--- config.mk ---
export PLATFORM = sky130hd
export DESIGN_NAME = message_letter_sequencer_top
export DESIGN_NICKNAME = d
export VERILOG_FILES = /design/src/rtl/mls_pkg.sv /design/src/rtl/mls_msg_buf.sv /design/src/rtl/mls_seq_core.sv /design/src/rtl/message_letter_sequencer_top.sv
export SDC_FILE = /design/constraint.sdc
export NUM_CORES = 1
export LEC_CHECK = 0
export ABC_AREA = 1
export BUFFER_PORTS_ARGS = -buffer_cell sky130_fd_sc_hd__buf_4
export CORE_UTILIZATION = 50
export CTS_CLUSTER_DIAMETER = 200
export CTS_CLUSTER_SIZE = 14
export DETAILED_ROUTE_END_ITERATION = 6
export GPL_TIMING_DRIVEN = 0
export PLACE_DENSITY_LB_ADDON = 0.08
export RECOVER_POWER = 25
export SYNTH_ARGS = -nofsm -noshare
export SYNTH_HDL_FRONTEND = slang
export SYNTH_SLANG_ARGS = --single-unit
--- constraint.sdc ---
create_clock -name i_clk -period 5.2 [get_ports i_clk]
set_input_delay 0.26 -clock i_clk [delete_from_list [all_inputs] [get_ports i_clk]]
set_output_delay 0.26 -clock i_clk [all_outputs]
set_load 0.02 [all_outputs]
--- src/rtl/mls_pkg.sv ---
// ----------------------------------------------------------------------------
// mls_pkg: message letter sequencer package
// types, codes and the character to display position mapping
// ----------------------------------------------------------------------------
package mls_pkg;

    localparam int MSG_LEN_DEF = 16;

    localparam int CFG_W  = 16;
    localparam int CHAR_W = 8;
    localparam int POS_W  = 6;
    localparam int IDX_W  = 4;
    localparam int PH_W   = 2;
    localparam int ACT_W  = 2;

    localparam logic [CFG_W-1:0] PRE_BLANK_RST = 16'd550;
    localparam logic [CFG_W-1:0] SHOW_RST      = 16'd500;
    localparam logic [CFG_W-1:0] GAP_RST       = 16'd50;

    // register indexes
    localparam logic [1:0] REG_PRE_BLANK = 2'd0;
    localparam logic [1:0] REG_SHOW      = 2'd1;
    localparam logic [1:0] REG_GAP       = 2'd2;

    typedef enum logic [ACT_W-1:0] {
        ACT_TICK   = 2'd0,
        ACT_WRITE  = 2'd1,
        ACT_COMMIT = 2'd2
    } t_action;

    typedef enum logic [2:0] {
        PH_PRE  = 3'b001,
        PH_SHOW = 3'b010,
        PH_GAP  = 3'b100
    } t_phase;

    localparam logic [PH_W-1:0] PH_CODE_PRE  = 2'd0;
    localparam logic [PH_W-1:0] PH_CODE_SHOW = 2'd1;
    localparam logic [PH_W-1:0] PH_CODE_GAP  = 2'd2;

    // strobes from the sequencer to the message buffers
    typedef struct packed {
        logic              wr_en;
        logic              commit;
        logic              cur_load;
        logic [CHAR_W-1:0] wr_val;
    } t_buf_ctl;

    function automatic logic [PH_W-1:0] phase_code(input t_phase ph);
        logic [PH_W-1:0] c;
        case (ph)
            PH_PRE:  c = PH_CODE_PRE;
            PH_SHOW: c = PH_CODE_SHOW;
            PH_GAP:  c = PH_CODE_GAP;
            default: c = PH_CODE_PRE;
        endcase
        return c;
    endfunction

    function automatic logic [POS_W-1:0] letter_code(input logic [CHAR_W-1:0] ch);
        logic [CHAR_W-1:0] lc;
        logic [POS_W-1:0]  code;
        lc = ch;
        if (ch inside {[8'h41:8'h5A]}) lc = ch | 8'h20;
        if (lc inside {[8'h61:8'h7A]}) begin
            code = POS_W'(lc - 8'h60);
        end else begin
            case (lc)
                8'h21:   code = 6'd27;
                8'h3F:   code = 6'd28;
                8'h2D:   code = 6'd29;
                8'h2E:   code = 6'd30;
                8'h2C:   code = 6'd31;
                8'h3A:   code = 6'd32;
                8'h3B:   code = 6'd33;
                8'h27:   code = 6'd34;
                8'h20:   code = 6'd35;
                default: code = '0;
            endcase
        end
        return code;
    endfunction

endpackage

--- src/rtl/mls_msg_buf.sv ---
// ----------------------------------------------------------------------------
// mls_msg_buf: pending and active message buffers
// pending written one character at a time, copied to active on commit
// ----------------------------------------------------------------------------
module mls_msg_buf #(
    parameter int MSG_LEN = mls_pkg::MSG_LEN_DEF,
    parameter int LW      = $clog2(MSG_LEN)
) (
    input  logic                       i_clk,
    input  logic                       i_rst_n,
    input  mls_pkg::t_buf_ctl          i_ctl,
    input  logic [LW-1:0]              i_wr_idx,
    input  logic [LW-1:0]              i_rd_idx,
    output logic [mls_pkg::CHAR_W-1:0] o_rd_char,
    output logic [mls_pkg::CHAR_W-1:0] o_next_cur
);
    import mls_pkg::*;

    logic [CHAR_W-1:0] r_pend [MSG_LEN];
    logic [CHAR_W-1:0] r_act  [MSG_LEN];
    logic [CHAR_W-1:0] r_cur;
    logic [CHAR_W-1:0] n_cur;

    assign o_rd_char = r_act[i_rd_idx];

    // character at the letter chosen after the update
    always_comb begin
        n_cur = r_cur;
        if (i_ctl.cur_load) begin
            if (i_ctl.commit)           n_cur = r_pend[0];
            else if (o_rd_char == '0)   n_cur = r_act[0];
            else                        n_cur = o_rd_char;
        end
    end

    assign o_next_cur = n_cur;

    always_ff @(posedge i_clk) begin
        if (!i_rst_n) begin
            for (int i = 0; i < MSG_LEN; i++) begin
                r_pend[i] <= '0;
                r_act[i]  <= '0;
            end
            r_cur <= '0;
        end else begin
            r_cur <= n_cur;
            if (i_ctl.wr_en) r_pend[i_wr_idx] <= i_ctl.wr_val;
            if (i_ctl.commit) begin
                for (int i = 0; i < MSG_LEN; i++) r_act[i] <= r_pend[i];
            end
        end
    end

endmodule

--- src/rtl/mls_seq_core.sv ---
// ----------------------------------------------------------------------------
// mls_seq_core: phase sequencer and tick timer
// config registers, phase state, letter index and result computation
// ----------------------------------------------------------------------------
module mls_seq_core #(
    parameter int MSG_LEN = mls_pkg::MSG_LEN_DEF,
    parameter int LW      = $clog2(MSG_LEN)
) (
    input  logic                       i_clk,
    input  logic                       i_rst_n,
    input  logic                       i_cfg_we,
    input  logic [1:0]                 i_cfg_idx,
    input  logic [mls_pkg::CFG_W-1:0]  i_cfg_data,
    input  logic                       i_adv,
    input  logic [mls_pkg::ACT_W-1:0]  i_action,
    input  logic [mls_pkg::IDX_W-1:0]  i_char_index,
    input  logic [mls_pkg::CHAR_W-1:0] i_char_value,
    input  logic [mls_pkg::CHAR_W-1:0] i_rd_char,
    input  logic [mls_pkg::CHAR_W-1:0] i_next_cur,
    output mls_pkg::t_buf_ctl          o_ctl,
    output logic [LW-1:0]              o_wr_idx,
    output logic [LW-1:0]              o_rd_idx,
    output logic [mls_pkg::POS_W-1:0]  o_position,
    output logic [mls_pkg::IDX_W-1:0]  o_letter_index,
    output logic [mls_pkg::PH_W-1:0]   o_phase
);
    import mls_pkg::*;

    logic [CFG_W-1:0] r_pre_blank, r_show, r_gap;
    t_phase           r_phase, n_phase;
    logic [LW-1:0]    r_letter, n_letter;
    logic [CFG_W-1:0] r_tick, n_tick;
    logic             r_pv, n_pv;

    logic [CFG_W-1:0] tick1, len;
    logic             ph_end, wrap;
    logic [LW-1:0]    lnext;
    logic [LW+3:0]    idx_ext;

    assign idx_ext  = {{LW{1'b0}}, i_char_index};
    assign o_wr_idx = idx_ext[LW-1:0];
    assign tick1    = r_tick + 16'd1;
    assign wrap     = (r_letter == LW'(MSG_LEN - 1));
    assign lnext    = wrap ? '0 : r_letter + LW'(1);
    assign o_rd_idx = lnext;

    always_comb begin
        case (r_phase)
            PH_PRE:  len = r_pre_blank;
            PH_SHOW: len = r_show;
            default: len = r_gap;
        endcase
    end

    assign ph_end = (tick1 >= len) || (tick1 == '0);

    always_comb begin
        n_phase      = r_phase;
        n_letter     = r_letter;
        n_tick       = r_tick;
        n_pv         = r_pv;
        o_ctl.wr_en    = 1'b0;
        o_ctl.commit   = 1'b0;
        o_ctl.cur_load = 1'b0;
        o_ctl.wr_val   = i_char_value;
        if (i_adv) begin
            case (t_action'(i_action))
                ACT_TICK: begin
                    n_tick = ph_end ? '0 : tick1;
                    if (ph_end) begin
                        case (r_phase)
                            PH_PRE:  n_phase = PH_SHOW;
                            PH_SHOW: n_phase = PH_GAP;
                            default: begin
                                o_ctl.cur_load = 1'b1;
                                o_ctl.commit   = r_pv;
                                n_pv           = 1'b0;
                                if (r_pv || wrap || i_rd_char == '0) begin
                                    n_letter = '0;
                                    n_phase  = PH_PRE;
                                end else begin
                                    n_letter = lnext;
                                    n_phase  = PH_SHOW;
                                end
                            end
                        endcase
                    end
                end
                ACT_WRITE: begin
                    o_ctl.wr_en = (idx_ext < (LW+4)'(MSG_LEN));
                end
                ACT_COMMIT: begin
                    n_pv = 1'b1;
                end
                default: ;
            endcase
        end
    end

    assign o_position     = (n_phase == PH_SHOW) ? letter_code(i_next_cur) : '0;
    assign o_letter_index = IDX_W'({{IDX_W{1'b0}}, n_letter});
    assign o_phase        = phase_code(n_phase);

    always_ff @(posedge i_clk) begin
        if (!i_rst_n) begin
            r_pre_blank <= PRE_BLANK_RST;
            r_show      <= SHOW_RST;
            r_gap       <= GAP_RST;
            r_phase     <= PH_PRE;
            r_letter    <= '0;
            r_tick      <= '0;
            r_pv        <= 1'b0;
        end else begin
            if (i_cfg_we) begin
                case (i_cfg_idx)
                    REG_PRE_BLANK: r_pre_blank <= i_cfg_data;
                    REG_SHOW:      r_show      <= i_cfg_data;
                    REG_GAP:       r_gap       <= i_cfg_data;
                    default: ;
                endcase
            end
            r_phase  <= n_phase;
            r_letter <= n_letter;
            r_tick   <= n_tick;
            r_pv     <= n_pv;
        end
    end

    a_letter_range: assert property (@(posedge i_clk) disable iff (!i_rst_n)
        r_letter <= LW'(MSG_LEN - 1))
        else $error("letter index beyond message length");

    a_pre_at_start: assert property (@(posedge i_clk) disable iff (!i_rst_n)
        r_phase == PH_PRE |-> r_letter == '0)
        else $error("blank pre-phase away from first letter");

    a_commit_sets: assert property (@(posedge i_clk) disable iff (!i_rst_n)
        i_adv && i_action == ACT_COMMIT |=> r_pv)
        else $error("commit not recorded");

    a_boundary_clears: assert property (@(posedge i_clk) disable iff (!i_rst_n)
        o_ctl.commit |=> !r_pv && r_letter == '0 && r_phase == PH_PRE)
        else $error("commit at boundary did not restart");

endmodule

--- src/rtl/message_letter_sequencer_top.sv ---
// a word is held in the input register, then its result word is registered in the result register
// throughput: one word per cycle while the output is not stalled, limited by the single state update stage
// a stalled output holds its result and lets the input register fill
// reset (synchronous, i_rst_n low) clears both message buffers, the pending
// flag, letter index and timer, and loads the default phase durations
// ----------------------------------------------------------------------------
// message_letter_sequencer_top: message letter sequencer
// input register, sequencer update and result register on stream ports
// ----------------------------------------------------------------------------
module message_letter_sequencer_top #(
    parameter int MSG_LEN = mls_pkg::MSG_LEN_DEF
) (
    input  logic                      i_clk,
    input  logic                      i_rst_n,
    input  logic                      i_cfg_we,
    input  logic [1:0]                i_cfg_idx,
    input  logic [mls_pkg::CFG_W-1:0] i_cfg_data,
    input  logic                      i_s_axis_tvalid,
    output logic                      o_s_axis_tready,
    // action[1:0], char_index[5:2], char_value[13:6], zero pad
    input  logic [15:0]               i_s_axis_tdata,
    output logic                      o_m_axis_tvalid,
    input  logic                      i_m_axis_tready,
    // position[5:0], letter_index[9:6], phase[11:10], zero pad
    output logic [15:0]               o_m_axis_tdata
);
    import mls_pkg::*;

    localparam int LW = $clog2(MSG_LEN);

    logic              r_in_valid;
    logic [13:0]       r_in;
    logic              r_res_valid;
    logic [11:0]       r_res;
    logic              adv;

    t_buf_ctl          ctl;
    logic [LW-1:0]     wr_idx, rd_idx;
    logic [CHAR_W-1:0] rd_char, next_cur;
    logic [POS_W-1:0]  position;
    logic [IDX_W-1:0]  letter_index;
    logic [PH_W-1:0]   phase;

    assign adv             = r_in_valid && (!r_res_valid || i_m_axis_tready);
    assign o_s_axis_tready = !r_in_valid || adv;
    assign o_m_axis_tvalid = r_res_valid;
    assign o_m_axis_tdata  = {4'b0, r_res};

    always_ff @(posedge i_clk) begin
        if (!i_rst_n) begin
            r_in_valid  <= 1'b0;
            r_res_valid <= 1'b0;
        end else begin
            if (o_s_axis_tready) r_in_valid <= i_s_axis_tvalid;
            if (adv)                  r_res_valid <= 1'b1;
            else if (i_m_axis_tready) r_res_valid <= 1'b0;
        end
    end

    always_ff @(posedge i_clk) begin
        if (o_s_axis_tready && i_s_axis_tvalid) r_in <= i_s_axis_tdata[13:0];
        if (adv) r_res <= {phase, letter_index, position};
    end

    mls_seq_core #(
        .MSG_LEN (MSG_LEN),
        .LW      (LW)
    ) u_core (
        .i_clk          (i_clk),
        .i_rst_n        (i_rst_n),
        .i_cfg_we       (i_cfg_we),
        .i_cfg_idx      (i_cfg_idx),
        .i_cfg_data     (i_cfg_data),
        .i_adv          (adv),
        .i_action       (r_in[1:0]),
        .i_char_index   (r_in[5:2]),
        .i_char_value   (r_in[13:6]),
        .i_rd_char      (rd_char),
        .i_next_cur     (next_cur),
        .o_ctl          (ctl),
        .o_wr_idx       (wr_idx),
        .o_rd_idx       (rd_idx),
        .o_position     (position),
        .o_letter_index (letter_index),
        .o_phase        (phase)
    );

    mls_msg_buf #(
        .MSG_LEN (MSG_LEN),
        .LW      (LW)
    ) u_buf (
        .i_clk      (i_clk),
        .i_rst_n    (i_rst_n),
        .i_ctl      (ctl),
        .i_wr_idx   (wr_idx),
        .i_rd_idx   (rd_idx),
        .o_rd_char  (rd_char),
        .o_next_cur (next_cur)
    );

endmodule

==> run_summary.xml <==
<?xml version="1.0" encoding="UTF-8"?>
<metrics>
  <group name="detailed_routing">
    <metric name="route.detailed.vias_per_inst" unit="">5.23</metric>
    <metric name="postRouteAntennaNets" unit="">0</metric>
    <metric name="detailedRoute.firstPassIterationCount" unit="">7</metric>
    <metric name="wl_per_cell" unit="µm">17.8</metric>
    <metric name="drt_iter0_drc" unit="">1251</metric>
    <metric name="vias" unit="">12500</metric>
    <metric name="routed_wl" unit="µm">42500</metric>
    <metric name="drt_drc_violations_left" unit="">1</metric>
  </group>
  <group name="sta">
    <metric name="min_period_over_period" unit="%">90.8</metric>
    <metric name="finalSetupViolCount" unit="">0</metric>
    <metric name="fin_crit" unit="ns">4.72</metric>
    <metric name="setup_skew_after_layout" unit="ns">0.0156</metric>
    <metric name="final-max-slew-violation-count" unit="">0</metric>
    <metric name="rsz0062_at_grt" unit="">no</metric>
    <metric name="worst_pin_slew" unit="ns">1.15</metric>
    <metric name="setup_total_negative_slack" unit="ns">0</metric>
    <metric name="final-hold-violation-count" unit="">0</metric>
    <metric name="max_slew_margin" unit="%">23.7</metric>
    <metric name="achievable-frequency" unit="MHz">212</metric>
  </group>
  <group name="critical_path">
    <metric name="cpMostUsedCell" unit="">sky130_fd_sc_hd__nand2_1</metric>
    <metric name="worstSetupStartpointType" unit="">flip-flop</metric>
    <metric name="cpMaxStageDelayCell" unit="">sky130_fd_sc_hd__dfxtp_1</metric>
    <metric name="worst_setup_path_end_kind" unit="">flip-flop</metric>
    <metric name="worst_ep_required_time" unit="ns">5.52</metric>
    <metric name="critPathMaxFanout" unit="">10</metric>
    <metric name="cp_slowest_stage_delay" unit="ns">0.39</metric>
    <metric name="timing.reg2reg.setup_slack" unit="ns">0.48</metric>
    <metric name="setup.worst_path.class" unit="">reg -&gt; reg</metric>
    <metric name="crit_arrival" unit="ns">5.05</metric>
    <metric name="r2r.worst_path.cells" unit="">28</metric>
  </group>
  <group name="power_and_ir_drop">
    <metric name="fraction_of_power_consumed_by_combinational_cells" unit="%">5.5</metric>
    <metric name="power.switching" unit="mW">1.26</metric>
    <metric name="cellInternalPower" unit="mW">4.37</metric>
    <metric name="power.share.sequential" unit="%">58.0</metric>
    <metric name="power-per-cell-area" unit="nW/µm²">304</metric>
    <metric name="ir_drop" unit="V">0.000256</metric>
    <metric name="share_clk_of_total_power" unit="%">36.5</metric>
    <metric name="leakage_power" unit="nW">8.05</metric>
    <metric name="power_switching_share" unit="%">22.4</metric>
  </group>
  <group name="final_layout">
    <metric name="final_layout_size_suffix_gt1_share" unit="%">6.33</metric>
    <metric name="fill_cells" unit="">2948</metric>
    <metric name="seq_area" unit="µm²">10100</metric>
    <metric name="final_util" unit="%">57.2</metric>
    <metric name="synthToLayoutAreaGrowth" unit="%">12.6</metric>
    <metric name="multi_input_comb_area" unit="µm²">5110</metric>
    <metric name="antenna_cells_inserted" unit="">0</metric>
    <metric name="layout.nets" unit="">1979</metric>
  </group>
  <group name="global_route">
    <metric name="groute.usage.overall" unit="%">25.6</metric>
    <metric name="grt_max_degree" unit="">94</metric>
    <metric name="global_route.overflow_total" unit="">0</metric>
    <metric name="first_pass_grt_wire_length" unit="µm">64800</metric>
    <metric name="initial_antenna_violation_count" unit="">0</metric>
    <metric name="vias_in_the_first_global_route" unit="">11700</metric>
  </group>
  <group name="die">
    <metric name="floorplan.io_pins" unit="">57</metric>
    <metric name="core_area" unit="µm²">32500</metric>
    <metric name="start_util" unit="%">50.8</metric>
    <metric name="die_height" unit="µm">184</metric>
    <metric name="die-width" unit="µm">184</metric>
    <metric name="rows" unit="">66</metric>
    <metric name="die_area" unit="µm²">33700</metric>
  </group>
  <group name="logic_synthesis">
    <metric name="synthMuxAreaShare" unit="%">0</metric>
    <metric name="yosysWarnings" unit="">0</metric>
    <metric name="synth_compound_area_share" unit="%">4.80</metric>
    <metric name="synth_simple_gate_area_share" unit="%">24.5</metric>
    <metric name="post_synth_most_frequent_cells" unit="">sky130_fd_sc_hd__nand2_1, sky130_fd_sc_hd__nor2_1, sky130_fd_sc_hd__edfxtp_1, sky130_fd_sc_hd__inv_1, sky130_fd_sc_hd__nand3_1</metric>
    <metric name="postSynth.asyncResetShare" unit="%">0</metric>
    <metric name="synthXorXnorAreaFrac" unit="%">0.106</metric>
    <metric name="synth_top_area_cell" unit="">sky130_fd_sc_hd__edfxtp_1</metric>
    <metric name="ys_dominant_reg_cell" unit="">sky130_fd_sc_hd__edfxtp_1</metric>
    <metric name="yosys_register_bits" unit="">364</metric>
    <metric name="synth_fa_ha_area_share" unit="%">1.44</metric>
    <metric name="dominant_combinational_cell_family_by_area_after_synthesis" unit="">simple AND/OR/NAND/NOR gates</metric>
    <metric name="yosys.area.top_type_share" unit="%">51.4</metric>
    <metric name="syn_area_per_cell" unit="µm²">9.14</metric>
    <metric name="ys_types" unit="">38</metric>
    <metric name="synth.yosys.seq_area_share" unit="%">61.3</metric>
    <metric name="syn-cell-area" unit="µm²">16500</metric>
    <metric name="synth_edf_count" unit="">282</metric>
    <metric name="postSynthCellCount" unit="">1803</metric>
    <metric name="yosysMostFrequentCell" unit="">sky130_fd_sc_hd__nand2_1</metric>
    <metric name="synthTopCellsByArea" unit="">sky130_fd_sc_hd__edfxtp_1, sky130_fd_sc_hd__dfxtp_1, sky130_fd_sc_hd__nand2_1, sky130_fd_sc_hd__nor2_1, sky130_fd_sc_hd__nand3_1</metric>
  </group>
  <group name="worst_hold_path">
    <metric name="hold_depth" unit="">4</metric>
    <metric name="min_path_type" unit="">in -&gt; reg</metric>
  </group>
  <group name="placed_design">
    <metric name="hpwlAfterDp" unit="µm">29000</metric>
    <metric name="port_buffers" unit="">49</metric>
    <metric name="gp_congestion" unit="">0.936</metric>
  </group>
  <group name="clocking">
    <metric name="clockRootBuffer" unit="">sky130_fd_sc_hd__clkbuf_16</metric>
    <metric name="cts_buffers" unit="">29</metric>
    <metric name="clk_pin_slew" unit="ns">0.07</metric>
    <metric name="numClockSinks" unit="">364</metric>
    <metric name="cts-htree-levels" unit="">1</metric>
    <metric name="insertion_delay" unit="ns">0.57</metric>
    <metric name="cts_max_path_buffers" unit="">3</metric>
    <metric name="tritoncts_clock_tree" unit="">yes</metric>
  </group>
  <group name="outcome">
    <metric name="run_status" unit="">finished with violations</metric>
    <metric name="violated_checks" unit="">DRC</metric>
  </group>
  <group name="job">
    <metric name="max_cap_check_violation_count" unit="">0</metric>
  </group>
</metrics>
stage by stage:
step,cell area [µm²],cells,total power [mW],hold WS (ns),setup WS [ns]
2_1_floorplan,16500,1806,3.50,0.359,0.727
3_3_place_gp,17400,2297,3.62,0.438,-1.21
3_5_place_dp,17500,2298,3.63,0.439,-0.194
4_1_cts,18600,2384,5.67,0.151,0.00420
5_1_grt,18600,2385,5.80,0.185,0.0728
6_report,18600,2385,5.64,0.179,0.478
metal layers:
metal | up-vias | routed length [µm] | global-route usage, %
met5 | - | 0 | 0
met4 | 0 | 1610 | 9.73
met3 | 109 | 2750 | 2.99
met2 | 466 | 18900 | 40.1
met1 | 5830 | 19200 | 36.6
li1 | 6077 | - | -
repair_timing:
item	in CTS	in global routing
endpoints found under the hold margin	64	0
gates resized for setup	1	3
setup buffers	1	2
pin swaps	1	0
setup endpoints to repair	6	86
hold buffers	32	0
sequential cells by signal, summed over array words and instances (netlist names), 12 cells and up:
register / flops
u_core.r_tick: 16
r_in: 14
u_core.r_pre_blank: 16
r_res: 12
u_core.r_show: 16
u_buf.r_act: 128
u_buf.r_pend: 128
u_core.r_gap: 16
cells in the final DEF, fill, tap and decap left out, drive strengths merged:
master / netlist / layout
nand3: 195 / 195
o211ai: 2 / 2
nor3: 9 / 9
buf: 22 / 43
o21a: 3 / 3
conb: 1 / 4
dlygate4sd3: 0 / 32
nand2: 374 / 374
a21boi: 1 / 1
inv: 246 / 247
nand4: 9 / 9
o21ai: 50 / 50
a211oi: 1 / 1
or2: 4 / 4
ha: 19 / 19
and2: 1 / 1
nand3b: 21 / 21
a22oi: 1 / 1
a22o: 15 / 15
nor2: 338 / 338
clkbuf: 56 / 139
a21oi: 66 / 66
edfxtp: 282 / 282
dfxtp: 82 / 82
clkinv: 3 / 3
xor2: 2 / 2
worst max-delay path: cells and delay by family, from the launching register on:
family	cells	cell delay (ns)
AND/OR/NAND/NOR	16	1.78
AO/OA/AOI/OAI	6	1.18
buffers and inverters	5	0.79
flip-flops	1	0.39
adder cells (fa/ha/maj)	1	0.31
worst paths after layout:
path / to / start
setup reg to reg: r_res[2]$_SDFFCE_PP0P_ / u_core.r_phase[0]$_SDFF_PN1_
setup / recovery: r_res[2]$_SDFFCE_PP0P_ / u_core.r_phase[0]$_SDFF_PN1_
hold / removal: u_core.r_show[1]$_SDFFE_PN0P_ / i_cfg_idx[1]
hold reg to reg: u_core.r_gap[5]$_SDFFE_PN1P_ / u_core.r_gap[5]$_SDFFE_PN1P_
power by group through the flow:
stage | sequential, mW | combinational [mW] | clock (mW)
after floorplan | 3.33 | 0.169 | 0
after global placement | 3.34 | 0.285 | 0
after detailed placement | 3.33 | 0.292 | 0
after CTS | 3.27 | 0.312 | 2.09
after global routing | 3.28 | 0.339 | 2.18
final | 3.27 | 0.307 | 2.06
final cells by class:
cell class / instances / area share (%)
timing repair buffer: 85 / 3.65
tap: 442 / 2.98
buffer: 77 / 1.91
multi-input combinational: 1115 / 27.5
sequential: 364 / 54.5
clock buffer: 52 / 4.37
inverter: 249 / 5.03
clock inverter: 1 / 0.0472
kinds of logic after synthesis:
family          after synthesis
flops                       364
xor+xnor                      2
compound gates              139
buf+inv                     327
other cells                   1
simple gates                951
fa+ha+maj                    19
Power figures use the tool's default switching activity.
